<file path="config.mk">
export PLATFORM = sky130hd
export DESIGN_NAME = chmap_mod
export DESIGN_NICKNAME = d
export VERILOG_FILES = /design/src/rtl/chmap_pkg.sv /design/src/rtl/chmap_mod.sv
export SDC_FILE = /design/constraint.sdc
export NUM_CORES = 1
export LEC_CHECK = 0
export BUFFER_PORTS_ARGS = -buffer_cell sky130_fd_sc_hd__buf_2
export CAP_MARGIN = 5
export CORE_UTILIZATION = 39
export DETAILED_ROUTE_END_ITERATION = 7
export PLACE_DENSITY = 0.56
export RECOVER_POWER = 100
export SETUP_SLACK_MARGIN = 0.5
export SLEW_MARGIN = 20
export SYNTH_ARGS = -nofsm -noshare
export SYNTH_HDL_FRONTEND = slang
export SYNTH_SLANG_ARGS = --single-unit
</file>
<file path="constraint.sdc">
create_clock -name aclk -period 11.3 [get_ports aclk]
set_input_delay 0.565 -clock aclk [delete_from_list [all_inputs] [get_ports aclk]]
set_output_delay 0.565 -clock aclk [all_outputs]
set_load 0.01 [all_outputs]
</file>
<file path="src/rtl/chmap_pkg.sv">
// Package for the chained hash map engine.
// Holds the beat payload types and the state machine encoding. No dependencies.
package chmap_pkg;

    typedef struct packed {
        logic        mode;
        logic [63:0] key;
        logic [31:0] position;
    } chmap_in_t;

    typedef struct packed {
        logic        found;
        logic [31:0] position_out;
        logic        status;
    } chmap_out_t;

    localparam logic MODE_INSERT = 1'b0;
    localparam logic MODE_LOOKUP = 1'b1;

    localparam logic STATUS_OK   = 1'b0;
    localparam logic STATUS_FULL = 1'b1;

    localparam int KEY_BITS       = 64;
    localparam int BITS_PER_CYCLE = 8;

    typedef enum logic [7:0] {
        ST_CLEAR = 8'b0000_0001,
        ST_IDLE  = 8'b0000_0010,
        ST_HASH  = 8'b0000_0100,
        ST_SRD   = 8'b0000_1000,
        ST_SCHK  = 8'b0001_0000,
        ST_NRD   = 8'b0010_0000,
        ST_NCHK  = 8'b0100_0000,
        ST_RESP  = 8'b1000_0000
    } chmap_state_t;

endpackage

</file>
<file path="src/rtl/chmap_mod.sv">
// Bucket index unit: key modulo the table size, eight key bits per cycle.
// Depends on chmap_pkg.
module chmap_mod import chmap_pkg::*; #(
    parameter int TABLE_SIZE = 1021
) (
    input  logic                          aclk,
    input  logic                          aresetn,
    input  logic                          start,
    input  logic [KEY_BITS-1:0]           key,
    output logic                          done,
    output logic [$clog2(TABLE_SIZE)-1:0] bucket
);

    localparam int RW     = $clog2(TABLE_SIZE);
    localparam int CYCLES = KEY_BITS / BITS_PER_CYCLE;
    localparam int CW     = $clog2(CYCLES);

    logic [KEY_BITS-1:0] key_reg, key_next;
    logic [RW-1:0]       rem_reg, rem_next;
    logic [CW-1:0]       cnt_reg, cnt_next;
    logic                busy_reg, busy_next;
    logic                done_reg, done_next;

    always_comb begin
        logic [RW:0] t;
        logic [RW-1:0] r;
        r = rem_reg;
        for (int i = 0; i < BITS_PER_CYCLE; i++) begin
            t = {r, key_reg[KEY_BITS-1-i]};
            if (t >= (RW+1)'(TABLE_SIZE)) begin
                t = t - (RW+1)'(TABLE_SIZE);
            end
            r = t[RW-1:0];
        end
        key_next  = key_reg;
        rem_next  = rem_reg;
        cnt_next  = cnt_reg;
        busy_next = busy_reg;
        done_next = 1'b0;
        if (start) begin
            key_next  = key;
            rem_next  = '0;
            cnt_next  = '0;
            busy_next = 1'b1;
        end else if (busy_reg) begin
            key_next = key_reg << BITS_PER_CYCLE;
            rem_next = r;
            cnt_next = cnt_reg + 1'b1;
            if (cnt_reg == CW'(CYCLES - 1)) begin
                busy_next = 1'b0;
                done_next = 1'b1;
            end
        end
    end

    always_ff @(posedge aclk) begin
        key_reg <= key_next;
        rem_reg <= rem_next;
        cnt_reg <= cnt_next;
        if (!aresetn) begin
            busy_reg <= 1'b0;
            done_reg <= 1'b0;
        end else begin
            busy_reg <= busy_next;
            done_reg <= done_next;
        end
    end

    assign done   = done_reg;
    assign bucket = rem_reg;

endmodule

</file>
==> metrics <==
status finished with violations; failing checks capacitance limit, slew limit; drt wl/cell 17.21 um; most frequent CP cell nand2_1; main combinational cell family by area after synthesis simple AND/OR/NAND/NOR gates; Finished Cell Area 7517 um2; CTS max path bufs 2; Synth Cell Area 6773 um2; Die X 133.8 um; Boundary Pins 78; hold_buf cts 0; # setup viols final 0; pin count of the biggest net entering global routing 73; Post-Route WL 17.04 mm; FF+latch count, synth 79; flop-to-flop setup slack 1.06 ns; pre-CTS setup slack 1.351 ns; max reg flops 64; postcts setup bufs 0; FF+latch area 2222 um2; final net count 838; H-Tree Depth 3; Crit Path Max Fanout 13; Sequential Power Share 0.191; initial drt markers 311; final cycle utilization of the critical path 0.9061; area leader, netlist edfxtp_1; met3 routed wirelength 1.259 mm; Multi-input gate area 4310 um2; Area after DPL 7259 um2; DRC Markers 0; met2 routed WL 7.928 mm; Crit. End Element flop; Final Hold Violating Endpoints 0; Syn Nets 786; Final Max Tran Viols 123; Seq/Total Area, Yosys 0.3281; top post-synthesis cells by area edfxtp_1 28%, mux2_2 10%, dfxtp_1 4.4%; Hold Path Class input port to flop; Post-Route M1 WL 7.548 mm; diode count 0; buffer and inverter count on the worst path 1; Max VDD drop 0.1198 mV; Switching Fraction 0.5171; Vias 5,863; Synth warnings 0; Pre-antenna DRT Iters 5; Worst slew margin -1.285; CTS tree yes; Syn-to-layout area delta 10.99%; clock sink count 79; Final ANT Viol Nets 0; Num CTS Buffers 9; routed vias/inst 5.922; gr ovfl total 0; Mean Syn Cell Area 9.499 um2; CORE AREA 16,760 um2; EDFF count, synth 64; CTS root buf clkbuf_16; adder-cell share of the synthesized area 0.01700; Port Buffers 77; Pwr Density 292.2 nW/um2; critical path class flop to flop; die area 17,900 um2; RSZ-0062 raised after global routing no; setup TNS 0 ns; max_cap viols 2; Clock Power Share 0.121; Slowest cell on crit path or4_1; ys flop type edfxtp_1; Tmin final 10.24 ns; Worst Path Arrival 10.29 ns; Worst Setup Slack, final 1.061 ns; top-count cell post-synth edfxtp_1; initial antenna violation count 0; Die H 133.8 um; Pleak 2.635 nW; Switch Pwr 0.001136 W; internal power 0.001061 W; Hold Slack 0.4641 ns; Gate Count Post-Synth 713; share of layout cells above drive strength 1 0.2597; Post-Synth XOR/XNOR Area 0.05136; Final Util 0.4485; area share of the leading cell type in the synthesized netlist 0.2838; dpl hpwl 12.96 mm; Starting Density 0.4041; Worst path max stage delay 0.58 ns; Tightest Pin Transition 3.428 ns; Std-Cell Rows 47; GPL Wtd Cong 0.9409; number of global-route vias before repair 5,688; Comb pwr share 0.688; CTS clock-pin slew for the worst setup and hold paths 0.06 ns; startpoint types flop; Clock Skew 0.004040 ns; Worst-Skew Late Latency 0.33 ns; global-route wire length before repair 27.91 mm; synth cell count leaders 64 x edfxtp_1, 63 x mux2_2, 58 x nand2_1, 58 x nor2_1, 35 x a21oi_1; asr flop ratio synth 0; cell family with most CP delay simple AND/OR/NAND/NOR gates; critical path data required time 11.35 ns; Synth Area in Simple Gates 0.2328; GRT Util Overall 0.1926; Netlist cell types 101; Compound-Gate Fraction of Synth Area 0.2047; Fillers 1,675; Fmax 97.67 MHz; Max Used Layer met4; mux contribution to synthesized area 0.1304
## routing by layer
metal,vias to the layer above,global-route usage
li1,2855,-
met1,2767,0.2545
met2,215,0.3066
met3,26,0.04308
met4,0,0.07197
met5,-,0
## through the flow
step | cells | total power [W]
after floorplan | 713 | 0.001613
after global placement | 974 | 0.001896
after detailed placement | 974 | 0.001910
after CTS | 990 | 0.002187
after global routing | 990 | 0.002363
final | 990 | 0.002197
## kinds of logic (layout without fill, tap and decap cells)
logic type               after synthesis  in the layout
AO/OA/AOI/OAI                        181            181
XOR/XNOR                              38             38
adder cells (fa/ha/maj)               10             10
buffers and inverters                 51            108
flip-flops                            79             79
multiplexers                          79             79
AND/OR/NAND/NOR                      275            275
## layout by cell type (no fill, tap or decap), types with 6 or more instances in the layout
master	Yosys	layout
a21oi_1	35	35
a31oi_1	8	8
and2_1	16	12
and3_1	6	6
buf_2	4	66
clkbuf_1	24	15
clkbuf_16	0	9
dfxtp_1	15	15
edfxtp_1	64	64
ha_1	6	6
inv_1	12	12
mux2_2	63	63
mux2i_1	14	14
nand2_1	58	58
nand2b_1	8	8
nand3_1	28	28
nand4_1	13	13
nor2_1	58	57
nor2b_1	7	7
nor3_1	20	20
o211ai_1	10	10
o21a_1	6	6
o21ai_0	20	20
o21ai_1	10	10
o31ai_1	10	10
or3_1	8	8
xnor2_1	27	27
xor2_1	9	9
## final cells by class
cell class / count / area share
Clock buffer: 13 / 0.03462
Clock inverter: 3 / 0.002330
Inverter: 12 / 0.005992
Multi-Input combinational cell: 583 / 0.5734
Sequential cell: 79 / 0.2956
Tap cell: 220 / 0.03662
Timing Repair Buffer: 80 / 0.05143
## what timing repair did
item | CTS | global route
resized for setup | 0 | 2
endpoints found under the hold margin | 0 | 0
endpoints found under the setup margin | 0 | 2
## worst register-to-register path, delay by kind of cell, from the launching register on
kind	cells	cell delay (ns)
simple gates	13	4.14
compound gates	11	3.21
xor+xnor	3	0.92
fa+ha+maj	2	0.59
flops	1	0.53
mux	1	0.39
buf+inv	1	0.18
## path summary, 6_finish.rpt
path | endpoint | start | cells past startpoint
min | done | aresetn | 3
min reg2reg | cnt_reg[2] | cnt_reg[2] | 2
max | bucket[7] | bucket[0] | 31
max reg2reg | bucket[7] | bucket[0] | 31
## power by group through the flow
stage | logic (W) | clock network (W) | registers, W
final | 0.00151 | 0.000266 | 0.000419
after global routing | 0.00165 | 0.000284 | 0.000428
after floorplan | 0.00122 | 0 | 0.000394
after detailed placement | 0.00149 | 0 | 0.000424
after global placement | 0.00147 | 0 | 0.000422
after CTS | 0.00149 | 0.000274 | 0.000418
No activity file was read; power rests on OpenSTA's default activity.
